File: src/design/fpp_pkg.sv
// Types, constants and tables of the fisheye point projection pipeline.
package fpp_pkg;

    localparam int PT_W        = 32;   // point coordinate width
    localparam int CFG_W       = 24;   // configuration register width
    localparam int ROOT_W      = 32;   // radius width, one pipeline step per bit
    localparam int REM_W       = 65;   // square root remainder
    localparam int CRD_W       = 36;   // CORDIC x/y datapath
    localparam int ANG_W       = 34;   // CORDIC angle accumulator, Q30
    localparam int CORDIC_STEPS = 30;
    localparam int QUO_W       = 21;   // direction ratio, Q20, at most 1.0
    localparam int DIV_W       = 53;   // dividend |x| << 20
    localparam int TH_W        = 22;   // theta in Q20
    localparam int DM_W        = 39;   // |d| in Q20
    localparam int ACC_W       = 62;   // distortion sum in Q40

    localparam logic signed [ANG_W-1:0] HALF_PI_Q30 = 34'sd1686629713;
    localparam logic [ANG_W-1:0]        PI_Q30      = 34'd3373259426;

    // register indexes
    localparam logic [3:0] CFG_FOCAL_X  = 4'd0;
    localparam logic [3:0] CFG_FOCAL_Y  = 4'd1;
    localparam logic [3:0] CFG_CENTER_X = 4'd2;
    localparam logic [3:0] CFG_CENTER_Y = 4'd3;
    localparam logic [3:0] CFG_COEF_K1  = 4'd4;
    localparam logic [3:0] CFG_COEF_K2  = 4'd5;
    localparam logic [3:0] CFG_COEF_K3  = 4'd6;
    localparam logic [3:0] CFG_COEF_K4  = 4'd7;

    // reset values
    localparam logic [CFG_W-1:0] FOCAL_RST    = 24'd128000;
    localparam logic [CFG_W-1:0] CENTER_X_RST = 24'd81920;
    localparam logic [CFG_W-1:0] CENTER_Y_RST = 24'd61440;

    typedef struct packed {
        logic signed [PT_W-1:0] point_x;
        logic signed [PT_W-1:0] point_y;
        logic signed [PT_W-1:0] point_z;
    } fpp_point_t;

    typedef struct packed {
        logic signed [PT_W-1:0] pixel_u;
        logic signed [PT_W-1:0] pixel_v;
        logic                   on_axis;
        logic                   saturated;
    } fpp_pixel_t;

    typedef struct packed {
        logic on_axis;
        logic x_neg;
        logic y_neg;
        logic z_neg;
    } fpp_flags_t;

    // square root pipeline word
    typedef struct packed {
        fpp_flags_t        flags;
        logic [PT_W-1:0]   ax;
        logic [PT_W-1:0]   ay;
        logic [PT_W-1:0]   az;
        logic [REM_W-1:0]  rem;
        logic [ROOT_W-1:0] root;
    } fpp_root_t;

    // CORDIC and ratio divider pipeline word
    typedef struct packed {
        fpp_flags_t               flags;
        logic signed [CRD_W-1:0]  px;
        logic signed [CRD_W-1:0]  py;
        logic signed [ANG_W-1:0]  ang;
        logic [ROOT_W-1:0]        den;
        logic [DIV_W-1:0]         rem_x;
        logic [DIV_W-1:0]         rem_y;
        logic [QUO_W-1:0]         quo_x;
        logic [QUO_W-1:0]         quo_y;
    } fpp_rot_t;

    // side data riding along the polynomial stages
    typedef struct packed {
        fpp_flags_t       flags;
        logic [QUO_W-1:0] quo_x;
        logic [QUO_W-1:0] quo_y;
    } fpp_side_t;

    // atan(2^-i) in Q30, 2^(30-i) past the table
    function automatic logic [31:0] atan_step(input int unsigned i);
        logic [31:0] v;
        unique case (i)
            0:       v = 32'd843314857;
            1:       v = 32'd497837829;
            2:       v = 32'd263043837;
            3:       v = 32'd133525159;
            4:       v = 32'd67021688;
            5:       v = 32'd33543516;
            6:       v = 32'd16775851;
            7:       v = 32'd8388437;
            8:       v = 32'd4194283;
            9:       v = 32'd2097149;
            10:      v = 32'd1048576;
            default: v = 32'd1 << (30 - i);
        endcase
        return v;
    endfunction

endpackage

File: src/design/fpp_rot_step.sv
// One CORDIC vectoring step plus, while STEP is below QUO_W, one quotient bit of each ratio divider.
module fpp_rot_step #(
    parameter int STEP = 0
) (
    input  logic               clk,
    input  logic               adv,
    input  fpp_pkg::fpp_rot_t  din,
    output fpp_pkg::fpp_rot_t  dout
);

    localparam logic signed [fpp_pkg::ANG_W-1:0] ST =
        $signed({2'b00, fpp_pkg::atan_step(STEP)});

    fpp_pkg::fpp_rot_t                   dout_reg;
    fpp_pkg::fpp_rot_t                   dout_next;
    logic signed [fpp_pkg::CRD_W-1:0]    dx;
    logic signed [fpp_pkg::CRD_W-1:0]    dy;
    logic [fpp_pkg::DIV_W-1:0]           rem_x_n;
    logic [fpp_pkg::DIV_W-1:0]           rem_y_n;
    logic [fpp_pkg::QUO_W-1:0]           quo_x_n;
    logic [fpp_pkg::QUO_W-1:0]           quo_y_n;

    generate
        if (STEP < fpp_pkg::QUO_W)
        begin : g_div
            localparam int QB = fpp_pkg::QUO_W - 1 - STEP;
            logic [fpp_pkg::DIV_W-1:0] dsh;

            assign dsh = {{(fpp_pkg::DIV_W - fpp_pkg::ROOT_W){1'b0}}, din.den} << QB;

            always_comb
            begin
                rem_x_n = din.rem_x;
                quo_x_n = din.quo_x;
                rem_y_n = din.rem_y;
                quo_y_n = din.quo_y;
                if (din.rem_x >= dsh)
                begin
                    rem_x_n     = din.rem_x - dsh;
                    quo_x_n[QB] = 1'b1;
                end
                if (din.rem_y >= dsh)
                begin
                    rem_y_n     = din.rem_y - dsh;
                    quo_y_n[QB] = 1'b1;
                end
            end
        end
        else
        begin : g_nodiv
            assign rem_x_n = din.rem_x;
            assign rem_y_n = din.rem_y;
            assign quo_x_n = din.quo_x;
            assign quo_y_n = din.quo_y;
        end
    endgenerate

    always_comb
    begin
        dx        = din.py >>> STEP;
        dy        = din.px >>> STEP;
        dout_next = din;
        if (!din.py[fpp_pkg::CRD_W-1])
        begin
            dout_next.px  = din.px + dx;
            dout_next.py  = din.py - dy;
            dout_next.ang = din.ang + ST;
        end
        else
        begin
            dout_next.px  = din.px - dx;
            dout_next.py  = din.py + dy;
            dout_next.ang = din.ang - ST;
        end
        dout_next.rem_x = rem_x_n;
        dout_next.rem_y = rem_y_n;
        dout_next.quo_x = quo_x_n;
        dout_next.quo_y = quo_y_n;
    end

    always_ff @(posedge clk)
    begin
        if (adv)
        begin
            dout_reg <= dout_next;
        end
    end

    assign dout = dout_reg;

endmodule

File: config.mk
export PLATFORM = sky130hd
export DESIGN_NAME = fpp_rot_step
export DESIGN_NICKNAME = d
export VERILOG_FILES = /design/src/design/fpp_pkg.sv /design/src/design/fpp_rot_step.sv
export SDC_FILE = /design/constraint.sdc
export NUM_CORES = 1
export LEC_CHECK = 0
export BUFFER_PORTS_ARGS = -buffer_cell sky130_fd_sc_hd__buf_4
export CELL_PAD_IN_SITES_DETAIL_PLACEMENT = 1
export CELL_PAD_IN_SITES_GLOBAL_PLACEMENT = 1
export CORE_AREA = 2 2 225 227
export DETAILED_ROUTE_END_ITERATION = 12
export DIE_AREA = 0 0 227 229
export PLACE_DENSITY_LB_ADDON = 0.1
export SLEW_MARGIN = 25
export SYNTH_ARGS = -nofsm -noshare
export SYNTH_HDL_FRONTEND = slang
export SYNTH_SLANG_ARGS = --single-unit
File: constraint.sdc
create_clock -name clk -period 6.05 [get_ports clk]
set_clock_uncertainty 0.05 [all_clocks]
set_input_delay 0.3025 -clock clk [delete_from_list [all_inputs] [get_ports clk]]
set_output_delay 0.3025 -clock clk [all_outputs]
set_load 0.1 [all_outputs]
# Word level (Yosys, flattened, before mapping)
# Cells that the tools add are included.
[classes]
add_sub_neg = 7
n_lt_le_gt_ge = 2
muxes = 3
[op_table]
columns = ["cell", "count"]
rows = [
  ["$ge A53 B52 Y1", 2],
  ["$mux W106", 1],
  ["$mux W53", 2],
  ["$sub A53 B52 Y53", 2],
  ["$sub A36 B36 Y36", 2],
  ["$add A36 B36 Y36", 1],
  ["$add A34 B31 Y34 const B", 1],
  ["$sub A34 B31 Y34 const B", 1],
]
[totals]
register_bits = 290
inputBits = 292
out_inout_bits = 290

# Depth between registers and ports, before layout
[depth]
depth_word = 2
ltp_mapped = 15
mapped_depth_nobuf = 14

# Worst setup path before layout
# OpenSTA, ideal clock, no wires.
[synth_path]
path_type = "in2reg"
start = "input din[249] (netlist name)"
end = "register dout_reg, in the netlist dout[207], data pin"
setup_ps = 263
t_arrival_ps = 3384
t_required_ps = 5737
setup_slack_ps = 2353
path_stages = 15
path_buffers = 2
cell_sequence = "inv_1 -> clkbuf_1 -> buf_1 -> ha_1 -> nor2_1 -> nor2_1 -> nor2_1 -> a31o_2 -> o2111a_1 -> o31a_1 -> o31ai_2 -> a31oi_1 -> o21bai_1 -> a21oi_1 -> xnor2_1"
[synth_rtl]
columns = ["element", "line", "text"]
rows = [
  ["start: declaration", "fpp_rot_step.sv:7", "input fpp_pkg::fpp_rot_t din,"],
  ["end signal: assignment", "fpp_rot_step.sv:85", "dout_reg <= dout_next;"],
  ["end: declaration", "fpp_rot_step.sv:14", "fpp_pkg::fpp_rot_t dout_reg;"],
]

==> run metrics <==
status=completed; GR Util met2=0.559; Compound-Gate Fraction of Synth Area=0.200; initial DRC count=1,424; critical path class=input pin to register; # setup viols final=0; setup tns final=0 ps; post-CTS setup buffers=0; most frequent cell after synthesis=edfxtp_1; largest family of logic cells by synthesized area=compound AO/OA/AOI/OAI gates; root buffer cell=clkbuf_16; All-Layer GR Usage=0.326; met3 usage=0.0753; Synth Area per Inst=10.0 µm²; DR vias/cell=5.59; fillcell total=5,598; FMAX=0.208 GHz; post-detail-place hpwl=64,100 µm; I/O Buffers=581; DRC violation count after routing=0; Worst Hold Path EP=dout[73]; Num CTS Buffers=37; Tmin final=4800 ps; boundary pin count=582; clock-pin slew on the worst setup and hold paths=60 ps; post-synthesis cell area=0.0204 mm²; GPL Wtd Cong=0.943; Synth Area in Adders=0.132; grt ovf=0; Layout Utilization=0.563; first-pass GRT wire length=129,000 µm; Worst Tran Pin Value=957 ps; area of the multi-input gates=0.0107 mm²; Ys Warns=0; largest net degree at the start of global routing=80; Worst setup EP type=register; core area=0.0497 mm²; Slew Limit Fails=0; Pre-Repair DR Iteration Count=7; worst path required time=6320 ps; clock sink count=289; ANT nets after route=0; area delta synth->final=37.2%; GRT busiest layer=met2; fin crit share=0.793; via count=19,300; floorplan row count=82; Post-synth EDFFs=289; Cell variety after synth=86; Synth Area in XOR/XNOR=0.0667; top cells by area, synth=edfxtp_1 (43%), ha_1 (13%), a21oi_1 (6.3%); Worst Hold Class=input pin to register; Die Ht=229 µm; Pleak=12.3 nW; Startpoint Class=input pin; Max-cap violations=0; die area=0.0520 mm²; sequential cell area=0.00868 mm²; final WL=87,200 µm; hold_sp=din[73]; WL/cell=25.3 µm; peak supply drop=0.000236 V; Arrival @ worst endpoint=5070 ps; post-synth top area cell=edfxtp_1; share of layout cells above drive strength 1=0.256; Power Density=322 mW/mm²; CTS tree=yes; vias in the first global route=20,400; RSZ-0062 raised after global routing=false; CP Max Fanout=43; flops & latches, synth=289; fin nets=3,233; mux share of post-synthesis cell area=0.0193; Synth Area in Simple Gates=0.110; top cell type's share of synthesized area=0.426; relative slew slack=0.362; H-tree depth=2; Initial Util=0.410; register area share after synthesis=0.426; antenna violations before repair=20; Fin. Hold Viols=0; post-synth net total=2,538; Hold Path Cell Cnt=3; max reg flops=289; Die W=227 µm; Synth top cells by count=edfxtp_1 (289), a21oi_1 (256), ha_1 (205), nor2_1 (170), inv_1 (165); grt met1 use=0.379; commonest register cell after synthesis=edfxtp_1; CTS Buffer Depth=3; cell count after synthesis=2,035; Post-synth ARST share=0
[kinds of logic after synthesis]
group | after synthesis
mux | 37
buf+inv | 240
fa+ha+maj | 211
simple gates | 465
compound gates | 638
flops | 289
xor+xnor | 155
[what timing repair did]
action / 4_1_cts / 5_1_grt
endpoints found under the hold margin: 136 / 0
gates resized for setup: 0 / 0
setup endpoints to repair: 0 / 0
hold buffers: 136 / 0
[layer usage]
| metal | vias to the layer above | wire [µm] | part of all wire |
|---|---|---|---|
| li1 | 8828 | - | - |
| met2 | 743 | 42900 | 0.49 |
| met3 | 233 | 6250 | 0.072 |
| met5 | - | 80 | 0.00092 |
| met4 | 12 | 4620 | 0.053 |
| met1 | 9449 | 33400 | 0.38 |
[where the power goes]
part / leakage, nW / internal (mW) / switching, mW
combinational: 8.89 / 1.03 / 3.01
clock: 0.576 / 1.31 / 0.976
sequential: 2.83 / 2.55 / 0.118
[worst max-delay path, stage by stage]
cell           delay (ps)
dlygate4sd3_1         580
buf_4                 140
inv_1                  80
ha_1                  440
nand4_1               260
o221ai_1              360
a21boi_1              200
o21ai_0               320
a31oi_1               220
o31a_1                350
o21ai_1               300
a21o_2                770
buf_4                 350
mux2_2                360
[area by class of cell]
type	count	share of cell area
tap	672	0.0301
inverter	169	0.0227
sequential	289	0.311
antenna	14	0.00125
timing repair buffer	727	0.208
clock inverter	25	0.00904
multi-input combinational	1506	0.385
clock buffer	42	0.0338
[metrics by stage]
step / hold WS [ps] / setup WS, ps / cells / area (µm²) / power (mW)
final: 40.2 / 1250 / 3444 / 27900 / 8.99
after global routing: 19.4 / 1150 / 3442 / 27900 / 9.26
after CTS: 1.61 / 1740 / 3430 / 27900 / 8.93
after detailed placement: 432 / 1770 / 3227 / 25300 / 6.58
after global placement: 431 / 1930 / 3227 / 25300 / 6.54
after floorplan: 351 / 2350 / 2035 / 20400 / 5.54
[worst max path at each step]
stage,start,to
detailed placement,din[151],dout[128]
finish,din[153],dout[125]
global route,din[153],dout[125]
global placement,din[151],dout[125]
floorplan,din[249],dout[207]
CTS,din[151],dout[128]
[cells in the final DEF, fill, tap and decap left out, types with 9 or more instances in the layout]
master and count:
a211o_1 11, a211oi_1 17, a21o_1 64, a21oi_1 256, a31oi_1 17, and3_1 14
buf_4 589, clkbuf_16 37, clkinv_1 10, diode_2 14, dlygate4sd3_1 136, edfxtp_1 289
ha_1 205, inv_1 164, mux2_2 18, mux2i_1 19, nand2_1 89, nand2b_1 24
nand3_1 38, nand4_1 16, nor2_1 170, nor2b_1 21, nor3_1 31, nor4_1 11
o211ai_1 9, o21a_1 21, o21ai_0 89, o21bai_1 53, or2_2 12, or3_1 9
xnor2_1 115, xor2_1 40
Power figures use the tool's default switching activity.
