<file path="src/design/fpp_pkg.sv">
// Types, constants and tables of the fisheye point projection pipeline.
package fpp_pkg;

    localparam int PT_W        = 32;   // point coordinate width
    localparam int CFG_W       = 24;   // configuration register width
    localparam int ROOT_W      = 32;   // radius width, one pipeline step per bit
    localparam int REM_W       = 65;   // square root remainder
    localparam int CRD_W       = 36;   // CORDIC x/y datapath
    localparam int ANG_W       = 34;   // CORDIC angle accumulator, Q30
    localparam int CORDIC_STEPS = 30;
    localparam int QUO_W       = 21;   // direction ratio, Q20, at most 1.0
    localparam int DIV_W       = 53;   // dividend |x| << 20
    localparam int TH_W        = 22;   // theta in Q20
    localparam int DM_W        = 39;   // |d| in Q20
    localparam int ACC_W       = 62;   // distortion sum in Q40

    localparam logic signed [ANG_W-1:0] HALF_PI_Q30 = 34'sd1686629713;
    localparam logic [ANG_W-1:0]        PI_Q30      = 34'd3373259426;

    // register indexes
    localparam logic [3:0] CFG_FOCAL_X  = 4'd0;
    localparam logic [3:0] CFG_FOCAL_Y  = 4'd1;
    localparam logic [3:0] CFG_CENTER_X = 4'd2;
    localparam logic [3:0] CFG_CENTER_Y = 4'd3;
    localparam logic [3:0] CFG_COEF_K1  = 4'd4;
    localparam logic [3:0] CFG_COEF_K2  = 4'd5;
    localparam logic [3:0] CFG_COEF_K3  = 4'd6;
    localparam logic [3:0] CFG_COEF_K4  = 4'd7;

    // reset values
    localparam logic [CFG_W-1:0] FOCAL_RST    = 24'd128000;
    localparam logic [CFG_W-1:0] CENTER_X_RST = 24'd81920;
    localparam logic [CFG_W-1:0] CENTER_Y_RST = 24'd61440;

    typedef struct packed {
        logic signed [PT_W-1:0] point_x;
        logic signed [PT_W-1:0] point_y;
        logic signed [PT_W-1:0] point_z;
    } fpp_point_t;

    typedef struct packed {
        logic signed [PT_W-1:0] pixel_u;
        logic signed [PT_W-1:0] pixel_v;
        logic                   on_axis;
        logic                   saturated;
    } fpp_pixel_t;

    typedef struct packed {
        logic on_axis;
        logic x_neg;
        logic y_neg;
        logic z_neg;
    } fpp_flags_t;

    // square root pipeline word
    typedef struct packed {
        fpp_flags_t        flags;
        logic [PT_W-1:0]   ax;
        logic [PT_W-1:0]   ay;
        logic [PT_W-1:0]   az;
        logic [REM_W-1:0]  rem;
        logic [ROOT_W-1:0] root;
    } fpp_root_t;

    // CORDIC and ratio divider pipeline word
    typedef struct packed {
        fpp_flags_t               flags;
        logic signed [CRD_W-1:0]  px;
        logic signed [CRD_W-1:0]  py;
        logic signed [ANG_W-1:0]  ang;
        logic [ROOT_W-1:0]        den;
        logic [DIV_W-1:0]         rem_x;
        logic [DIV_W-1:0]         rem_y;
        logic [QUO_W-1:0]         quo_x;
        logic [QUO_W-1:0]         quo_y;
    } fpp_rot_t;

    // side data riding along the polynomial stages
    typedef struct packed {
        fpp_flags_t       flags;
        logic [QUO_W-1:0] quo_x;
        logic [QUO_W-1:0] quo_y;
    } fpp_side_t;

    // atan(2^-i) in Q30, 2^(30-i) past the table
    function automatic logic [31:0] atan_step(input int unsigned i);
        logic [31:0] v;
        unique case (i)
            0:       v = 32'd843314857;
            1:       v = 32'd497837829;
            2:       v = 32'd263043837;
            3:       v = 32'd133525159;
            4:       v = 32'd67021688;
            5:       v = 32'd33543516;
            6:       v = 32'd16775851;
            7:       v = 32'd8388437;
            8:       v = 32'd4194283;
            9:       v = 32'd2097149;
            10:      v = 32'd1048576;
            default: v = 32'd1 << (30 - i);
        endcase
        return v;
    endfunction

endpackage

</file>
<file path="src/design/fpp_place.sv">
// Per-axis pixel placement: |d| * ratio * focal, signed offset, center add, clamp.
module fpp_place (
    input  logic                              clk,
    input  logic                              adv,
    input  logic [fpp_pkg::DM_W-1:0]          dm,
    input  logic [fpp_pkg::QUO_W-1:0]         ratio,
    input  logic                              neg,
    input  logic                              axis_in,
    input  logic [fpp_pkg::CFG_W-1:0]         focal,
    input  logic [fpp_pkg::CFG_W-1:0]         center,
    output logic signed [fpp_pkg::PT_W-1:0]   value,
    output logic                              sat,
    output logic                              axis_out
);

    localparam int PW  = 41;   // 20 x 21 partial products
    localparam int TW  = 40;   // t = |d| * ratio >> 20
    localparam int MW  = 44;   // focal x 20 bit partials
    localparam int OW  = 45;   // offset, Q8
    localparam int VW  = 47;   // signed sum before clamp

    // stage A
    logic [PW-1:0] ph_reg, pl_reg;
    logic          neg_a_reg, axis_a_reg;
    // stage B
    logic [TW-1:0] t_reg;
    logic          neg_b_reg, axis_b_reg;
    // stage C
    logic [MW-1:0] m1_reg, m2_reg;
    logic          neg_c_reg, axis_c_reg;
    // stage D
    logic [OW-1:0] off_reg;
    logic          neg_d_reg, axis_d_reg;
    // stage E
    logic signed [fpp_pkg::PT_W-1:0] value_reg, value_next;
    logic                            sat_reg, sat_next;
    logic                            axis_e_reg;

    logic signed [VW-1:0] sum;
    logic signed [VW-1:0] soff;

    always_comb
    begin
        soff = $signed({{(VW - OW){1'b0}}, off_reg});
        sum  = $signed({{(VW - fpp_pkg::CFG_W){1'b0}}, center}) + (neg_d_reg ? -soff : soff);
        value_next = sum[fpp_pkg::PT_W-1:0];
        sat_next   = 1'b0;
        if (axis_d_reg)
        begin
            value_next = $signed({{(fpp_pkg::PT_W - fpp_pkg::CFG_W){1'b0}}, center});
        end
        else if (sum[VW-1:fpp_pkg::PT_W-1] != {(VW - fpp_pkg::PT_W + 1){sum[VW-1]}})
        begin
            // out of 32 bit range: clamp toward the sign
            sat_next   = 1'b1;
            value_next = sum[VW-1] ? {1'b1, {(fpp_pkg::PT_W - 1){1'b0}}}
                                   : {1'b0, {(fpp_pkg::PT_W - 1){1'b1}}};
        end
    end

    always_ff @(posedge clk)
    begin
        if (adv)
        begin
            ph_reg     <= PW'({{(PW - 19){1'b0}}, dm[38:20]} * {{(PW - 21){1'b0}}, ratio});
            pl_reg     <= PW'({{(PW - 20){1'b0}}, dm[19:0]} * {{(PW - 21){1'b0}}, ratio});
            neg_a_reg  <= neg;
            axis_a_reg <= axis_in;

            t_reg      <= TW'(ph_reg) + TW'(pl_reg[PW-1:20]);
            neg_b_reg  <= neg_a_reg;
            axis_b_reg <= axis_a_reg;

            m1_reg     <= {20'd0, focal} * {24'd0, t_reg[TW-1:20]};
            m2_reg     <= {20'd0, focal} * {24'd0, t_reg[19:0]};
            neg_c_reg  <= neg_b_reg;
            axis_c_reg <= axis_b_reg;

            off_reg    <= {1'b0, m1_reg} + {21'd0, m2_reg[MW-1:20]};
            neg_d_reg  <= neg_c_reg;
            axis_d_reg <= axis_c_reg;

            value_reg  <= value_next;
            sat_reg    <= sat_next;
            axis_e_reg <= axis_d_reg;
        end
    end

    assign value    = value_reg;
    assign sat      = sat_reg;
    assign axis_out = axis_e_reg;

endmodule

</file>
<file path="config.mk">
export PLATFORM = sky130hd
export DESIGN_NAME = fpp_place
export DESIGN_NICKNAME = d
export VERILOG_FILES = /design/src/design/fpp_pkg.sv /design/src/design/fpp_place.sv
export SDC_FILE = /design/constraint.sdc
export NUM_CORES = 2
export LEC_CHECK = 0
export ABC_CLOCK_PERIOD_IN_PS = 23200
export BUFFER_PORTS_ARGS = -buffer_cell sky130_fd_sc_hd__buf_2
export CORE_MARGIN = 8
export CORE_UTILIZATION = 55
export DETAILED_ROUTE_END_ITERATION = 10
export HOLD_SLACK_MARGIN = 0.03
export PLACE_DENSITY = 0.8
export SLEW_MARGIN = 5
export SYNTH_ARGS = -nofsm -noshare
export SYNTH_HDL_FRONTEND = slang
export SYNTH_SLANG_ARGS = --single-unit
</file>
<file path="constraint.sdc">
create_clock -name clk -period 23.2 [get_ports clk]
set_input_delay 2.32 -clock clk [delete_from_list [all_inputs] [get_ports clk]]
set_output_delay 2.32 -clock clk [all_outputs]
set_load 0.03 [all_outputs]
</file>
## Word level (Yosys, flattened, before mapping)

Index checks and enable logic that the tools add are counted.

- $add $sub $neg: 4
- Multipliers: 4
- Eq/ne operators: 1
- Muxes and demuxes: 5

Operators with widths:

| kind | number |
|---|---|
| $mul 24x20->44 | 2 |
| $mux 32 | 2 |
| $add 25x47->47 | 1 |
| $mux 47 | 1 |
| $neg 45->47 | 1 |
| $add 44x24->45 | 1 |
| $mul 20x21->41 | 1 |
| $add 40x21->40 | 1 |
| $mul 19x21->40 | 1 |
| $mux 24 | 1 |
| $ne 15x15->1 | 1 |
| $mux 1 | 1 |

- Flip-flop bits (word level): 296
- Output and inout port bits: 34
- Logic and storage cells: 32

## Logic depth before layout (Yosys ltp)

- Depth in word-level cells: 6
- Mapped depth: 31
- Depth with buffers taken out: 29

## Least setup slack after synthesis

No wires, ideal clock.

- Path kind: input-to-reg
- Start point: input port focal[10] in the netlist's numbering
- End point: register m1_reg[41] (data pin)
- Library setup time: 0.137 ns
- Arrival: 9.584 ns
- Slack: 13.479 ns
- Stages on the path: 29
- Buffers on the path: 1
- Path through: clkbuf_1 and2_1 fa_1 fa_1 inv_1 fa_1 inv_1 fa_1 inv_1 fa_1 inv_1 fa_1 inv_1 fa_1 inv_1 ha_1 a21o_1 a21o_1 a21o_1 a21oi_1 o21ai_1 a221o_1 o41ai_1 o2111ai_1 o41a_1 a41oi_1 o21ai_0 or4_1 nand4_1

- Cells in the longest elaborated chain, start to end: 1

Ends and longest elaborated chain:

| what | line | text |
|---|---|---|
| start, declared | fpp_place.sv:9 | `input logic [fpp_pkg::CFG_W-1:0] focal,` |
| $mul 24x20->44 | fpp_place.sv:74 | `m1_reg <= {20'd0, focal} * {24'd0, t_reg[TW-1:20]};` |
| end signal, assigned | fpp_place.sv:74 |  |
| end, declared | fpp_place.sv:29 | `logic [MW-1:0] m1_reg, m2_reg;` |

No other way between the ends.
A chain may end at the register's enable or synchronous reset.

## Worst setup path in the final report

- Start point: input port focal[13] in the netlist's numbering
- End point: register m2_reg[43] (data pin)

- Cells in the longest elaborated chain, start to end: 1

Ends and longest elaborated chain:

| what | line | text |
|---|---|---|
| $mul 24x20->44 | fpp_place.sv:75 | `m2_reg <= {20'd0, focal} * {24'd0, t_reg[19:0]};` |
| end signal, assigned | fpp_place.sv:75 |  |
| end, declared | fpp_place.sv:29 |  |

No other way between the ends.

==> flow_metrics.tcl <==
set metrics [dict create \
    setup.worst_path.class "input pin to flop" \
    synth_flop_cell "edfxtp_1" \
    remaining_drc_errors 0 \
    report.final.hold_viol_count 0 \
    worst_clock_skew_ns 0.0216 \
    max_cap_viol_count 0 \
    synth_compound_area_share_pct 5.13 \
    final.setup.tns_ns 0 \
    floorplan.rows 131 \
    grt_first_pass_wirelength_mm 284 \
    drt_wl_total_mm 174 \
    post_cts.resized_instances 0 \
    synth_area_per_cell_um2 9.30 \
    place.gp.congestion 0.895 \
    hold_end "neg_d_reg" \
    via_count_of_the_first_global_routing_pass 56300 \
    antenna_violating_nets_post_route 0 \
    clk_pin_slew_worst_paths_ns 0.07 \
    slew_headroom_pct 18.1 \
    tritoncts "done" \
    dr.pass1.iters 5 \
    setup-violations-final 0 \
    period_share_pct 45.9 \
    register_to_register_path_setup_slack_ns 13.97 \
    cts_num_sinks 256 \
    critical_path.endpoint_type "flop" \
    min_delay_path_depth 0 \
    worst_setup_path_start_kind "input pin" \
    postCtsSetupRepairBufs 0 \
    synth_most_common_cell "inv_1" \
    cpMostUsedCell "fa_1" \
    avgRoutedWirePerCell_um 19.1 \
    grt_setup_unrepaired "false" \
    netlist_instances 7566 \
    muxShareOfSynthArea_pct 0.0427 \
    seq_area_frac_synth_pct 10.9 \
    post-synth-top-area-fraction_pct 41.1 \
    clock.fmax_ghz 0.0939 \
    start_util_pct 55.3 \
    die_x_extent_um 374 \
    r2r_start "t_reg[23]" \
    filler_cells 10600 \
    worst_tran_pin_value_ns 1.23 \
    synth_top_cell_by_area "fa_1" \
    grt_antenna_before_repair 11 \
    critical_path.max_fanout 40 \
    timing.hold.worst.start "neg_c_reg" \
    outcome "complete, no violations" \
    synth.yosys.warnings 0 \
    drt_iter0_drc 3861 \
    path_buf_inv 5 \
    layout.nets 9633 \
    rr_worst_depth 28 \
    mappedNetlistNets 9773 \
    final.min_clock_period_ns 10.65 \
    critical_path.reg2reg.endpoint "m1_reg[41]" \
    design.core.area_um2 127000 \
    place.port_buffers 145 \
    synth_top_family_by_area "adder cells" \
    worstPathArrival_ns 10.97 \
    cts.root.buffer_cell "clkbuf_16" \
    slowest_delay_ns 0.79 \
    slew_viol_final 0 \
    slowest_cell_on_the_critical_path "buf_2" \
    post_synth_fa_ha_maj_area_fraction_pct 52.7 \
    worst_skew_pair.late_latency_ns 0.59 \
    fp.dieArea_um2 140000 \
    post_synth_most_frequent_cells "inv_1, fa_1, nand2_1" \
    layout-drive-gt1-share_pct 3.83 \
    avgViaCountPerCell 5.66 \
    post_synth_num_cell_types 82 \
    final_core_util_pct 57.5 \
    hpwlAfterDp_mm 129 \
    cts_buffer_depth 3 \
    grt_usage_pct 24.8 \
    ys_top_cells_by_area "fa_1, ha_1, edfxtp_1, inv_1, and2_1" \
    grt_max_degree 105 \
    critPathTopFamily "adder cells" \
    vias 51600 \
    synth_simple_gate_area_share_pct 16.9 \
    floorplan.die.height_um 374 \
    min-delay-path-class "flop to flop" \
    async_reset_ff_share_pct 0 \
    globalRoute.totalOverflow 0 \
    ctsHoldBuffers 0 \
    cp_data_required_time_ns 23.53 \
    yosys.area_share.xor_xnor_pct 3.21 \
    io_pins 146 \
    cts_made_buffers 29 \
    mappedNetlistArea_um2 70300 \
    synth_enable_flop_cells 256 \
    ys_ff_latch 256 \
    largest_reg_flops 45 \
    area.growth.synth_to_final_pct 4.01 \
    clock_tree.htree_level_count 1 \
]
[worst max-delay path by stage]
| stage | slack [ns] | startpoint | end | cells after the start |
|---|---|---|---|---|
| 6_report | 12.55 | focal[13] | m2_reg[43] | 27 |
| 5_1_grt | 12.16 | focal[13] | m2_reg[43] | 27 |
| 4_1_cts | 12.63 | focal[13] | m2_reg[43] | 27 |
| 3_5_place_dp | 12.02 | focal[13] | m2_reg[43] | 27 |
| 3_3_place_gp | 12.20 | focal[13] | m2_reg[43] | 27 |
| 2_1_floorplan | 13.48 | focal[10] | m1_reg[41] | 29 |
[layout make-up]
| cell class | count | area [um2] | share of cell area (%) |
|---|---|---|---|
| multi-input cells | 5234 | 54800 | 74.9 |
| inverters | 1698 | 6370 | 8.71 |
| repair buffers | 207 | 1200 | 1.64 |
| flip-flops and latches | 256 | 7690 | 10.5 |
| clock inverters | 23 | 251 | 0.344 |
| clock buffers | 31 | 733 | 1.00 |
| diodes | 6 | 15.0 | 0.0205 |
| well taps | 1662 | 2080 | 2.84 |
[metrics by stage]
| step | area, um2 | setup slack, ns | hold WS [ns] | instances |
|---|---|---|---|---|
| detailed placement | 72200 | 12.02 | 0.407 | 9057 |
| global route | 73200 | 12.16 | 0.428 | 9113 |
| CTS | 73200 | 12.63 | 0.421 | 9111 |
| floorplan | 70300 | 13.48 | 0.400 | 7566 |
| global placement | 72200 | 12.20 | 0.401 | 9057 |
| finish | 73200 | 12.55 | 0.420 | 9117 |
[layout by cell type, fill, tap and decap left out, drive strengths merged, types with 20 or more instances in the layout]
master  instances
clkbuf         31
nand3          58
nand4          27
nor2          140
and3           40
fa           1445
o21a           29
o21bai         24
a21o           69
and2          900
xor2           68
buf           207
o21ai          88
xnor2         190
edfxtp        256
nand2b         28
a221o          22
nor3           43
nor2b          33
ha            650
nand2         985
a31oi          20
inv          1702
a21oi         145
[logic make-up after synthesis]
| family | after synthesis |
|---|---|
| and+or+nand+nor | 2345 |
| adders and majority gates | 2095 |
| buffers and inverters | 2076 |
| AOI/OAI and AO/OA | 533 |
| xor gates and xnor gates | 258 |
| DFF | 256 |
| muxes | 3 |
[routing by layer]
layer  track usage, %  wire length, um  up-vias
li1                 -                -    22500
met1             30.6            65000    26100
met2             43.2            85900     2417
met3             3.85            14600      612
met4             10.4             8520        0
met5                0                0        -
[worst reg2reg max path: cells and delay by family, from the launching register on]
| family | cells | cell delay (ns) |
|---|---|---|
| adders and majority gates | 8 | 3.75 |
| AOI/OAI and AO/OA | 11 | 3.12 |
| DFF | 1 | 1.10 |
| and+or+nand+nor | 3 | 0.85 |
| buffers and inverters | 6 | 0.29 |
Power is left out: the tool's default activity adds up to more than one toggle a clock period on the data nets, which glitch-free logic cannot reach.
