`src/design/fpp_pkg.sv`:
```
// Types, constants and tables of the fisheye point projection pipeline.
package fpp_pkg;

    localparam int PT_W        = 32;   // point coordinate width
    localparam int CFG_W       = 24;   // configuration register width
    localparam int ROOT_W      = 32;   // radius width, one pipeline step per bit
    localparam int REM_W       = 65;   // square root remainder
    localparam int CRD_W       = 36;   // CORDIC x/y datapath
    localparam int ANG_W       = 34;   // CORDIC angle accumulator, Q30
    localparam int CORDIC_STEPS = 30;
    localparam int QUO_W       = 21;   // direction ratio, Q20, at most 1.0
    localparam int DIV_W       = 53;   // dividend |x| << 20
    localparam int TH_W        = 22;   // theta in Q20
    localparam int DM_W        = 39;   // |d| in Q20
    localparam int ACC_W       = 62;   // distortion sum in Q40

    localparam logic signed [ANG_W-1:0] HALF_PI_Q30 = 34'sd1686629713;
    localparam logic [ANG_W-1:0]        PI_Q30      = 34'd3373259426;

    // register indexes
    localparam logic [3:0] CFG_FOCAL_X  = 4'd0;
    localparam logic [3:0] CFG_FOCAL_Y  = 4'd1;
    localparam logic [3:0] CFG_CENTER_X = 4'd2;
    localparam logic [3:0] CFG_CENTER_Y = 4'd3;
    localparam logic [3:0] CFG_COEF_K1  = 4'd4;
    localparam logic [3:0] CFG_COEF_K2  = 4'd5;
    localparam logic [3:0] CFG_COEF_K3  = 4'd6;
    localparam logic [3:0] CFG_COEF_K4  = 4'd7;

    // reset values
    localparam logic [CFG_W-1:0] FOCAL_RST    = 24'd128000;
    localparam logic [CFG_W-1:0] CENTER_X_RST = 24'd81920;
    localparam logic [CFG_W-1:0] CENTER_Y_RST = 24'd61440;

    typedef struct packed {
        logic signed [PT_W-1:0] point_x;
        logic signed [PT_W-1:0] point_y;
        logic signed [PT_W-1:0] point_z;
    } fpp_point_t;

    typedef struct packed {
        logic signed [PT_W-1:0] pixel_u;
        logic signed [PT_W-1:0] pixel_v;
        logic                   on_axis;
        logic                   saturated;
    } fpp_pixel_t;

    typedef struct packed {
        logic on_axis;
        logic x_neg;
        logic y_neg;
        logic z_neg;
    } fpp_flags_t;

    // square root pipeline word
    typedef struct packed {
        fpp_flags_t        flags;
        logic [PT_W-1:0]   ax;
        logic [PT_W-1:0]   ay;
        logic [PT_W-1:0]   az;
        logic [REM_W-1:0]  rem;
        logic [ROOT_W-1:0] root;
    } fpp_root_t;

    // CORDIC and ratio divider pipeline word
    typedef struct packed {
        fpp_flags_t               flags;
        logic signed [CRD_W-1:0]  px;
        logic signed [CRD_W-1:0]  py;
        logic signed [ANG_W-1:0]  ang;
        logic [ROOT_W-1:0]        den;
        logic [DIV_W-1:0]         rem_x;
        logic [DIV_W-1:0]         rem_y;
        logic [QUO_W-1:0]         quo_x;
        logic [QUO_W-1:0]         quo_y;
    } fpp_rot_t;

    // side data riding along the polynomial stages
    typedef struct packed {
        fpp_flags_t       flags;
        logic [QUO_W-1:0] quo_x;
        logic [QUO_W-1:0] quo_y;
    } fpp_side_t;

    // atan(2^-i) in Q30, 2^(30-i) past the table
    function automatic logic [31:0] atan_step(input int unsigned i);
        logic [31:0] v;
        unique case (i)
            0:       v = 32'd843314857;
            1:       v = 32'd497837829;
            2:       v = 32'd263043837;
            3:       v = 32'd133525159;
            4:       v = 32'd67021688;
            5:       v = 32'd33543516;
            6:       v = 32'd16775851;
            7:       v = 32'd8388437;
            8:       v = 32'd4194283;
            9:       v = 32'd2097149;
            10:      v = 32'd1048576;
            default: v = 32'd1 << (30 - i);
        endcase
        return v;
    endfunction

endpackage

```
`src/design/fpp_root_step.sv`:
```
// One bit of the pipelined integer square root.
module fpp_root_step #(
    parameter int BIT = 0
) (
    input  logic                clk,
    input  logic                adv,
    input  fpp_pkg::fpp_root_t  din,
    output fpp_pkg::fpp_root_t  dout
);

    localparam int TW = fpp_pkg::REM_W + 1;

    fpp_pkg::fpp_root_t dout_reg;
    fpp_pkg::fpp_root_t dout_next;
    logic [TW-1:0]      trial;

    always_comb
    begin
        // (root + 2^b)^2 - root^2 = root*2^(b+1) + 2^(2b)
        trial = ({{(TW - fpp_pkg::ROOT_W){1'b0}}, din.root} << (BIT + 1))
              + ({{(TW - 1){1'b0}}, 1'b1} << (2 * BIT));
        dout_next = din;
        if ({1'b0, din.rem} >= trial)
        begin
            dout_next.rem  = din.rem - trial[fpp_pkg::REM_W-1:0];
            dout_next.root = din.root | ({{(fpp_pkg::ROOT_W - 1){1'b0}}, 1'b1} << BIT);
        end
    end

    always_ff @(posedge clk)
    begin
        if (adv)
        begin
            dout_reg <= dout_next;
        end
    end

    assign dout = dout_reg;

endmodule

```
`config.mk`:
```
export PLATFORM = sky130hd
export DESIGN_NAME = fpp_root_step
export DESIGN_NICKNAME = d
export VERILOG_FILES = /design/src/design/fpp_pkg.sv /design/src/design/fpp_root_step.sv
export SDC_FILE = /design/constraint.sdc
export NUM_CORES = 1
export LEC_CHECK = 0
export ABC_AREA = 1
export BUFFER_PORTS_ARGS = -buffer_cell sky130_fd_sc_hd__buf_4
export CAP_MARGIN = 20
export CORE_AREA = 2 2 156 158
export DETAILED_ROUTE_END_ITERATION = 10
export DIE_AREA = 0 0 158 160
export PLACE_DENSITY_LB_ADDON = 0.1
export REMOVE_ABC_BUFFERS = 1
export SYNTH_ARGS = -nofsm -noshare
export SYNTH_HDL_FRONTEND = slang
export SYNTH_SLANG_ARGS = --single-unit
export TNS_END_PERCENT = 1
```
`constraint.sdc`:
```
create_clock -name clk -period 3.45 [get_ports clk]
set_input_delay 0 -clock clk [delete_from_list [all_inputs] [get_ports clk]]
set_output_delay 0 -clock clk [all_outputs]
set_load 0.005 [all_outputs]
```
* Yosys cells after proc, flatten, opt, wreduce, memory -nomap -nowiden *
Index checks and enable logic that the tools add are counted.

word-level totals
  register bits after elaboration = 197
  input port bits = 199

operators by class
  add/subtract/negate cells = 2
  $lt $le $gt $ge = 1
  muxes and demuxes = 1

operator list
  kind                                                             count
  97-bit 2-to-1 mux                                                1
  65-bit by 34-bit >= comparator with 1-bit output                 1
  65-bit by 34-bit subtractor with 65-bit output                   1
  33-bit by 1-bit adder with 34-bit output, second input constant  1

* Logic depth before layout (Yosys ltp) *
Gate-level depths: netlist of run 1.

  depth in word-level cells = 3
  mapped depth = 17
  mapped depth without buffers = 15

* Least setup slack after synthesis of run 1 *
No wires, ideal clock.

  kind = in2reg
  start = in din[6] (netlist bit)
  end = reg dout_reg (netlist bit dout[92]), data pin
  data arrival time = 1.513 ns
  data required time = 3.197 ns
  path slack = 1.684 ns
  cell stages on the path = 15
  path buffers = 1
  cell sequence = inv_1 -> ha_1 -> nand2_2 -> inv_2 -> nand2_1 -> nand2_1 -> inv_1 -> nand3_2 -> nand2_1 -> nand2_2 -> a21oi_1 -> nand2_2 -> buf_4 -> nand3_1 -> nand2_1

RTL lines
  element               RTL line             text
  start, declared       fpp_root_step.sv:7   input fpp_pkg::fpp_root_t din,
  end signal, assigned  fpp_root_step.sv:34  dout_reg <= dout_next;
  end, declared         fpp_root_step.sv:13  fpp_pkg::fpp_root_t dout_reg;

==> summary.md, run 1 <==
- **post-route cell area** 0.0167 mm^2
- **maximum clock path buffer count** 2
- **Seq cells post-synth** 197
- **worst hold start** din[73]
- **layout-stage area growth over the synthesis result** 55.2%
- **cell area after placement** 0.0141 mm^2
- **cell area after synthesis** 0.0107 mm^2
- **Required @ worst endpoint** 3.62 ns
- **cts bufs inserted** 17
- **portion of the clock cycle consumed by the worst path in the final layout** 77.1%
- **Routed Antenna Nets** 0
- **via count normalized by instance count** 4.82
- **maximum fanout along the worst path** 57
- **power per unit of standard cell area** 394 mW/mm^2
- **worst vdd ir** 296 uV
- **CP Data Arrival Time** 2.83 ns
- **die outline area** 0.0253 mm^2
- **final count of negative-setup-slack endpoints** 0
- **proportion of synthesized chip area in sequential cells** 55.1%
- **Residual DRC** 0
- **classification of the worst setup path** in2reg
- **detailed placer's ending HPWL** 28300 um
- **min Tclk post-route** 2.66 ns
- **max reg flops** 197
- **maximum clock rate** 376 MHz
- **final total negative setup slack** 0 ns
- **largest net degree at the start of global routing** 72
- **nature of the critical path startpoint** primary input
- **total wire length** 39800 um
- **Avg Synthesized Cell Area** 8.67 um^2
- **leading cell types in the layout, fill and taps excluded** sky130_fd_sc_hd__nand2_1, sky130_fd_sc_hd__buf_4, sky130_fd_sc_hd__inv_1, sky130_fd_sc_hd__edfxtp_1, sky130_fd_sc_hd__dlygate4sd3_1
- **vertical extent of the die** 160 um
- **share of cells above drive strength 1** 25.5%
- **path class of the lowest-slack min-delay path** in2reg
- **area inside the core boundary** 0.0238 mm^2
- **register clock-pin slew on the reported worst setup and hold paths** 0.07 ns
- **count of unique library cells instantiated by Yosys** 31
- **number of hold violations in the final report** 0
- **worst-margin pin slew** 0.623 ns
- **placement row count** 57
- **RSZ-0062 raised after global routing** false
- **weighted congestion at the end of routability-driven global placement** 0.907
- **number of primary I/O pins** 396
- **post-layout net count** 2076
- **leakage power of the design** 7.79 nW
- **chip width** 158 um
- **H-tree levels** 4
- **CTS sink count** 197
- **cell chosen for the clock root** sky130_fd_sc_hd__clkbuf_16
- **Post-Synthesis Cells** 1238
- **number of design-rule violations left by the first detailed-router iteration** 604
- **number of detailed-routing iterations run before antenna repair** 6
- **worst max-slew margin expressed relative to the limit** 58.4%
- **status** finished clean
- **Hold Path End** dout[73]
- **max_cap viols** 0
- **commonest non-fill, non-tap cell in the layout** sky130_fd_sc_hd__nand2_1
- **starting density of the core** 45.1%
- **number of global-route vias before repair** 10782
- **Worst Hold Path Cells** 3
- **# port buffers** 395
- **first-pass GRT wire length** 59400 um
- **max-slew violation total from the final report** 0
- **critical path endpoint category** register
- **grt ovf** 0
- **antenna violations before repair** 2
- **CTS tree** built
- **Via Count** 10518
- **gr usage total** 31.4%
- **Routed WL per cell** 18.2 um
- **total number of yosys warnings** 0
==> where the power goes <==
part	leakage, nW	internal, W	switching [W]
Clock	0.300	0.000998	0.00108
Combinational	5.56	0.000754	0.000751
Sequential	1.93	0.00290	0.0000765
==> kinds of logic (layout without fill, tap and decap cells) <==
family | after synthesis | in the layout | share of synthesized area (%)
buffers and inverters | 250 | 868 | 9.23
AO/OA/AOI/OAI | 89 | 89 | 5.08
XOR/XNOR | 31 | 31 | 2.53
other | 0 | 3 | 0
adder cells (fa/ha/maj) | 34 | 34 | 4.03
AND/OR/NAND/NOR | 637 | 637 | 24.0
flip-flops | 197 | 197 | 55.1
==> critical path, stage by stage <==
cell and delay, ns:
sky130_fd_sc_hd__dlygate4sd3_1 0.57, sky130_fd_sc_hd__buf_4 0.12, sky130_fd_sc_hd__inv_1 0.04, sky130_fd_sc_hd__ha_1 0.37, sky130_fd_sc_hd__nand2_1 0.17, sky130_fd_sc_hd__inv_1 0.05
sky130_fd_sc_hd__a21oi_1 0.25, sky130_fd_sc_hd__o21ai_1 0.15, sky130_fd_sc_hd__inv_1 0.07, sky130_fd_sc_hd__nand2_1 0.06, sky130_fd_sc_hd__inv_1 0.07, sky130_fd_sc_hd__nand2_2 0.07
sky130_fd_sc_hd__nor2_4 0.10, sky130_fd_sc_hd__buf_4 0.49, sky130_fd_sc_hd__o21ai_1 0.16
==> stage by stage <==
step / cells / setup WS, ns / total power [W] / hold slack [ns] / utilization (%)
finish: 2183 / 0.790 / 0.00656 / 0.0171 / 69.9
global route: 2182 / 0.561 / 0.00682 / 0.0223 / 69.9
CTS: 2180 / 0.792 / 0.00656 / 0.00605 / 69.9
detailed placement: 1952 / 0.917 / 0.00430 / 0.179 / 59.1
global placement: 1952 / 1.06 / 0.00428 / 0.178 / 59.1
floorplan: 1228 / 0.776 / 0.00352 / 0.0989 / -
==> metal layers <==
layer | part of all wire, % | routed length, um | track usage [%] | vias up
met4 | 5.3 | 2130 | 16.7 | 0
met1 | 40 | 15800 | 38.2 | 4830
li1 | - | - | - | 5146
met3 | 7.0 | 2760 | 5.94 | 105
met2 | 48 | 19100 | 52.6 | 437
met5 | 0 | 0 | 0 | -
==> Yosys cell counts, drive strengths merged <==
cell type  count  area share, %
a21oi         55            3.4
and2           3           0.17
buf            8           0.75
clkbuf         2          0.093
edfxtp       197             55
fa             1           0.19
ha            33            3.8
inv          240            8.4
nand2        422             15
nand2b         1          0.058
nand3         55            2.7
nand3b         1          0.070
nand4          8           0.47
nor2         123            4.5
nor3          19           0.89
nor3b          1          0.070
nor4           2           0.12
o21ai         30            1.4
o21bai         4           0.28
or2            2           0.12
xnor2         19            1.6
xor2          12           0.98
==> repair_timing <==
| action | CTS | global route |
|---|---|---|
| hold buffers | 196 | 0 |
| endpoints found under the hold margin | 196 | 0 |
| resized for setup | 0 | 0 |
| buffers inserted | 0 | 0 |
==> how the worst max path moves through the flow <==
stage,end,depth (start not counted),from,slack (ns)
3_3_place_gp,dout[38],14,din[27],1.06
2_1_floorplan,dout[64],14,din[6],0.78
3_5_place_dp,dout[33],14,din[27],0.92
4_1_cts,dout[33],15,din[27],0.79
6_report,dout[53],15,din[27],0.79
5_1_grt,dout[33],15,din[27],0.56
==> layout make-up <==
class,instances,area (um^2)
well taps,324,405
clock buffers,17,425
multi-input cells,791,3830
repair buffers,596,4980
flip-flops and latches,197,5920
inverters,240,901
clock inverters,15,193
fillers,1860,7160
diodes,3,7.51
Note: power is estimated with default switching activity, not from simulation.
==> run 2, diff against run 1 <==
--- a/config.mk
+++ b/config.mk
@@ -5,12 +5,12 @@
 export SDC_FILE = /design/constraint.sdc
 export NUM_CORES = 1
 export LEC_CHECK = 0
-export ABC_AREA = 1
+export ABC_AREA = 0
 export BUFFER_PORTS_ARGS = -buffer_cell sky130_fd_sc_hd__buf_4
 export CAP_MARGIN = 20
-export CORE_AREA = 2 2 156 158
+export CORE_AREA = 2 2 153 155
 export DETAILED_ROUTE_END_ITERATION = 10
-export DIE_AREA = 0 0 158 160
+export DIE_AREA = 0 0 155 157
 export PLACE_DENSITY_LB_ADDON = 0.1
 export REMOVE_ABC_BUFFERS = 1
 export SYNTH_ARGS = -nofsm -noshare
==> constraint.sdc (replaced) <==
create_clock -name clk -period 2.2 [get_ports clk]
set_input_delay 0 -clock clk [delete_from_list [all_inputs] [get_ports clk]]
set_output_delay 0 -clock clk [all_outputs]
set_load 0.005 [all_outputs]
==> run 2 against run 1 <==
Largest cell class is now buffers. Routed wire length decreased by 16%. Via count fell by 16%. Die area decreased by 3.7%. Total power grew 59%. Sequential share of layout area grew 0.39 points. Worst setup slack worse by 1.1 ns. Combinational power increased by 61%. Critical path depth is 4 lower. Synthesized cell count shrank 42%. Critical endpoint is now dout[88]. Core utilization is 3.3 points higher. Non-clock buffer count is 177 higher. The run now ends with setup timing left.
==> summary.md, run 2 <==
- **starting density of the core** 40.3%
- **H-tree levels** 4
- **part of the total power dissipated in combinational logic** 23.2%
- **leakage power of the design** 7.22 nW
- **Internal Dissipation** 0.00765 W
- **Via Count** 8789
- **CTS tree** built
- **max-slew violation total from the final report** 0
- **destination of the critical timing path** dout[88]
- **chip width** 155 um
- **maximum clock rate** 392 MHz
- **proportion of synthesized chip area in sequential cells** 65.2%
- **cts bufs inserted** 17
- **Met2 Routed Length** 17500 um
- **worst vdd ir** 496 uV
- **detailed placer's ending HPWL** 23700 um
- **layout-stage area growth over the synthesis result** 81.7%
- **critical path endpoint category** register
- **gr usage total** 26.5%
- **CP Data Arrival Time** 2.72 ns
- **met1 layer wirelength in the final routing** 13100 um
- **Routed Antenna Nets** 0
- **EDFF count, synth** 197
- **CTS sink count** 197
- **post-CTS setup buffer count** 0
- **Routed WL per cell** 18.8 um
- **Post-Synthesis Cells** 714
- **number of detailed-routing iterations run before antenna repair** 5
- **top post-synthesis cells by area** sky130_fd_sc_hd__edfxtp_1, sky130_fd_sc_hd__ha_1, sky130_fd_sc_hd__xor2_1
- **Main synth FF type** sky130_fd_sc_hd__edfxtp_1
- **final setup margin** -0.353 ns
- **Post-Route Utilization** 73.2%
- **top cells by count, synth** sky130_fd_sc_hd__edfxtp_1, sky130_fd_sc_hd__a21oi_1, sky130_fd_sc_hd__nor2_1
- **count of unique library cells instantiated by Yosys** 48
- **antenna violations before repair** 1
- **nature of the critical path startpoint** primary input
- **Residual DRC** 0
- **total wire length** 33600 um
- **power per unit of standard cell area** 635 mW/mm^2
- **commonest non-fill, non-tap cell in the layout** sky130_fd_sc_hd__buf_4
- **max_cap viols** 0
- **switching power share of the total** 26.8%
- **Final Power** 0.0105 W
- **register clock-pin slew on the reported worst setup and hold paths** 0.08 ns
- **leading cell types in the layout, fill and taps excluded** sky130_fd_sc_hd__buf_4, sky130_fd_sc_hd__edfxtp_1, sky130_fd_sc_hd__dlygate4sd3_1, sky130_fd_sc_hd__a21oi_1, sky130_fd_sc_hd__xor2_1
- **cell chosen for the clock root** sky130_fd_sc_hd__clkbuf_16
- **maximum clock path buffer count** 2
- **portion of synthesized cell area occupied by the leading cell type** 65.2%
- **status** finished with violations
- **post-synth top area cell** sky130_fd_sc_hd__edfxtp_1
- **most frequently used cell type in the post-synthesis netlist** sky130_fd_sc_hd__edfxtp_1
- **max reg flops** 197
- **grt ovf** 0
- **via count normalized by instance count** 4.91
- **# port buffers** 395
- **part of the total power dissipated in sequential elements** 44.6%
- **post-layout net count** 1723
- **highest layer used for signal routing** met4
- **weighted congestion at the end of routability-driven global placement** 0.844
- **Seq cells post-synth** 197
- **die outline area** 0.0243 mm^2
- **Switching Power** 0.00281 W
- **cell area after synthesis** 0.00907 mm^2
- **number of design-rule violations left by the first detailed-router iteration** 550
- **Required @ worst endpoint** 2.36 ns
- **classification of the worst setup path** in2reg
- **total number of yosys warnings** 0
- **part of the power in the clock network** 32.2%
- **number of global-route vias before repair** 8982
- **placement row count** 55
- **worst max-slew margin expressed relative to the limit** 67.9%
- **largest net degree at the start of global routing** 51
- **vertical extent of the die** 157 um
- **min Tclk post-route** 2.55 ns
- **first-pass GRT wire length** 49300 um
- **wire length on met3** 1770 um
- **final count of negative-setup-slack endpoints** 66
- **portion of the clock cycle consumed by the worst path in the final layout** 116%
- **fill cell total of the finished layout** 1566
- **worst-margin pin slew** 0.476 ns
- **area inside the core boundary** 0.0225 mm^2
- **RSZ-0062 raised after global routing** true
- **CP Launch Point** din[70]
- **maximum fanout along the worst path** 7
- **violations in the final reports** setup timing
- **Avg Synthesized Cell Area** 12.7 um^2
- **share of cells above drive strength 1** 42.8%
- **path class of the lowest-slack min-delay path** in2reg
- **number of primary I/O pins** 396
- **async set-or-reset flop fraction in the synthesized netlist** 0%
- **number of hold violations in the final report** 0
==> run 2: layer usage <==
metal | up-vias | GRT usage, %
li1 | 4228 | -
met1 | 4185 | 30.6
met2 | 317 | 49.0
met3 | 59 | 4.41
met4 | 0 | 10.4
met5 | - | 0
==> run 2: how the worst min path moves through the flow <==
stage,start,end,cells after the start
final,din[0],dout[33],3
after global routing,din[0],dout[33],3
after CTS,din[76],dout[76],3
after detailed placement,din[143],dout[143],1
after global placement,din[181],dout[181],1
after floorplan,din[100],dout[100],0
==> run 2: critical path, cell delays in order <==
cell	delay, ns
sky130_fd_sc_hd__buf_4	0.11
sky130_fd_sc_hd__or3_4	0.40
sky130_fd_sc_hd__or3_4	0.38
sky130_fd_sc_hd__or4_4	0.43
sky130_fd_sc_hd__or4_4	0.50
sky130_fd_sc_hd__a41o_4	0.27
sky130_fd_sc_hd__buf_6	0.12
sky130_fd_sc_hd__o21ai_1	0.12
sky130_fd_sc_hd__buf_4	0.17
sky130_fd_sc_hd__nor4_1	0.07
sky130_fd_sc_hd__xor2_1	0.14
==> run 2: area by class of cell <==
cell class	instances	area, um^2	area share (%)
sequential	197	5920	35.9
multi-input combinational	459	3020	18.3
inverter	42	158	0.957
tap	285	357	2.16
antenna	1	2.50	0.0152
timing repair buffer	773	6390	38.8
clock inverter	15	210	1.28
clock buffer	17	425	2.58
==> run 2: kinds of logic (layout without fill, tap and decap cells) <==
logic type | after synthesis | after routing | synth area share [%]
simple gates | 212 | 212 | 11.6
flops | 197 | 197 | 65.2
compound gates | 151 | 151 | 9.86
xor+xnor | 62 | 62 | 5.99
buf+inv | 58 | 847 | 2.57
fa+ha+maj | 34 | 34 | 4.77
other cells | 0 | 1 | 0
==> run 2: power groups by stage <==
stage	combinational, W	sequential, W	clock [W]
global placement	0.00208	0.00474	0
finish	0.00242	0.00467	0.00337
CTS	0.00240	0.00466	0.00342
detailed placement	0.00210	0.00474	0
floorplan	0.000584	0.00477	0
global route	0.00260	0.00470	0.00353
==> run 2: per-stage QoR <==
step	setup slack, ns	TNS (ns)	hold slack [ns]	instance area [um^2]	std cells
final	-0.353	-17.57	0.0301	16500	1789
after global routing	-0.393	-20.52	0.0463	16500	1789
after CTS	-0.316	-17.04	-0.0247	16400	1787
after detailed placement	-0.864	-52.97	0.179	13800	1562
after global placement	-0.812	-49.71	0.178	13800	1562
after floorplan	-1.18	-56.48	0.0989	9000	698
==> run 2: what timing repair did <==
| action | in CTS | in global routing |
|---|---|---|
| endpoints found under the hold margin | 194 | 1 |
| resized for setup | 27 | 12 |
| cloned | 0 | 0 |
| pin swaps | 1 | 3 |
| hold buffers | 193 | 1 |
| setup endpoints to repair | 66 | 66 |
==> run 3, diff against run 2 <==
--- a/config.mk
+++ b/config.mk
@@ -8,9 +8,10 @@
 export ABC_AREA = 0
 export BUFFER_PORTS_ARGS = -buffer_cell sky130_fd_sc_hd__buf_4
 export CAP_MARGIN = 20
-export CORE_AREA = 2 2 153 155
+export CORE_AREA = 2 2 154 156
+export CTS_BUF_LIST = sky130_fd_sc_hd__clkbuf_8
 export DETAILED_ROUTE_END_ITERATION = 10
-export DIE_AREA = 0 0 155 157
+export DIE_AREA = 0 0 156 158
 export PLACE_DENSITY_LB_ADDON = 0.1
 export REMOVE_ABC_BUFFERS = 1
 export SYNTH_ARGS = -nofsm -noshare
==> run 3 against run 2 <==
The flow finishes with violations (hold timing, setup timing). Critical path depth stayed put. Count of clock-buffer cells in the layout stayed put. Clock power is 23% lower. Worst setup slack better by 0.055 ns. Via count is 1.5% lower. Maximum frequency is 2.2% higher. Global-route usage is 0.87 points lower. Routed wire length is 2.6% lower.
==> summary.md, run 3 (synthesis results as in run 2) <==
- **status** finished with violations
- **violations in the final reports** hold timing, setup timing
- **max-slew violation total from the final report** 0
- **area inside the core boundary** 0.0231 mm^2
- **highest cell delay on the worst timing path** 0.49 ns
- **min Tclk post-route** 2.50 ns
- **Routed WL per cell** 18.2 um
- **worst max-slew margin expressed relative to the limit** 64.6%
- **RSZ-0062 raised after global routing** true
- **weighted congestion at the end of routability-driven global placement** 0.853
- **number of design-rule violations left by the first detailed-router iteration** 453
- **maximum clock path buffer count** 2
- **starting density of the core** 39.4%
- **first-pass GRT wire length** 48300 um
- **dpl ws** -0.896 ns
- **number of detailed-routing iterations run before antenna repair** 5
- **Residual DRC** 0
- **worst vdd ir** 355 uV
- **# port buffers** 395
- **path class of the lowest-slack min-delay path** in2reg
- **CP Data Arrival Time** 2.70 ns
- **via count normalized by instance count** 4.83
- **count of buffering cells on the critical path with inverters included** 3
- **cell family contributing the most delay on the critical path** simple AND/OR/NAND/NOR gates
- **H-tree levels** 4
- **classification of the worst setup path** in2reg
- **largest net degree at the start of global routing** 60
- **final count of negative-setup-slack endpoints** 66
- **cts bufs inserted** 17
- **number of global-route vias before repair** 8837
- **max reg flops** 197
- **cell-by-cell listing of the critical path** buf_4 > or3_4 > or3_4 > or4_4 > or4_4 > a41o_4 > buf_6 > o21ai_2 > buf_6 > nor4_1 > xor2_1
- **max_cap viols** 0
- **worst-path cell with the longest stage delay** sky130_fd_sc_hd__or4_4
- **leading cell types in the layout, fill and taps excluded** sky130_fd_sc_hd__buf_4, sky130_fd_sc_hd__edfxtp_1, sky130_fd_sc_hd__dlygate4sd3_1, sky130_fd_sc_hd__a21oi_1, sky130_fd_sc_hd__xor2_1
- **number of primary I/O pins** 396
- **post-layout net count** 1724
- **nature of the critical path startpoint** primary input
- **maximum clock rate** 400 MHz
- **ant diodes** 0
- **portion of the clock cycle consumed by the worst path in the final layout** 114%
- **register clock-pin slew on the reported worst setup and hold paths** 0.11 ns
- **Hold WS** -0.0304 ns
- **detailed placer's ending HPWL** 23000 um
- **cell chosen for the clock root** sky130_fd_sc_hd__clkbuf_8
- **Required @ worst endpoint** 2.40 ns
- **total wire length** 32700 um
- **cell area after placement** 0.0138 mm^2
- **number of hold violations in the final report** 1
- **Routed Antenna Nets** 0
- **leakage power of the design** 7.14 nW
- **CTS tree** built
- **share of cells above drive strength 1** 43.0%
- **grt ovf** 0
- **post-route cell area** 0.0163 mm^2
- **Via Count** 8658
- **commonest non-fill, non-tap cell in the layout** sky130_fd_sc_hd__buf_4
- **antenna violations before repair** 0
- **power per unit of standard cell area** 592 mW/mm^2
- **final setup margin** -0.299 ns
- **Hold-fix buffers, CTS** 197
- **die outline area** 0.0246 mm^2
- **CTS sink count** 197
- **critical path endpoint category** register
- **gr usage total** 25.6%
- **worst-margin pin slew** 0.528 ns
- **maximum fanout along the worst path** 7
- **chip width** 156 um
- **vertical extent of the die** 158 um
- **layout-stage area growth over the synthesis result** 80.2%
- **placement row count** 56
-- run 3: timing repair --
action	CTS	global route
pin swaps	2	0
hold endpoints to repair	196	1
cloned	0	0
setup endpoints to repair	66	66
resized for setup	19	20
setup buffers	1	0
-- run 3: final timing paths --
kind / startpoint / cells after the start / slack (ns) / endpoint
setup / recovery: din[68] / 11 / -0.30 / dout[72]
hold / removal: din[76] / 3 / -0.03 / dout[76]
-- run 3: layout make-up --
cell class	count	area (um^2)
clock buffers	17	234
clock inverters	15	211
fillers	1655	6710
inverters	42	158
multi-input cells	459	3050
flip-flops and latches	197	5920
well taps	290	363
repair buffers	774	6420
-- run 3: routing by layer --
layer,part of all wire (%),wire (um),up-vias,GRT usage (%)
li1,-,-,4215,-
met1,40,13100,4123,30.7
met2,52,17100,273,46.2
met3,5.1,1670,47,4.63
met4,2.7,892,0,9.35
met5,0,0,-,0
-- run 3: tightest hold or removal path, delay by kind of cell --
kind	cells	cell delay (ns)
xor+xnor	1	0.06
buf+inv	2	0.21
-- run 3: where the power goes --
part           switching (W)  internal (W)
combinational        0.00101       0.00142
sequential          0.000114       0.00454
clock                0.00165      0.000928
-- run 3: through the flow --
stage,power (W),instances,TNS (ns),util [%]
after detailed placement,0.00684,1564,-55.26,59.8
final,0.00967,1794,-15.03,70.9
after global placement,0.00682,1564,-50.79,59.8
after CTS,0.00970,1794,-13.37,70.6
after floorplan,0.00535,698,-56.48,-
after global routing,0.0101,1794,-16.78,70.9
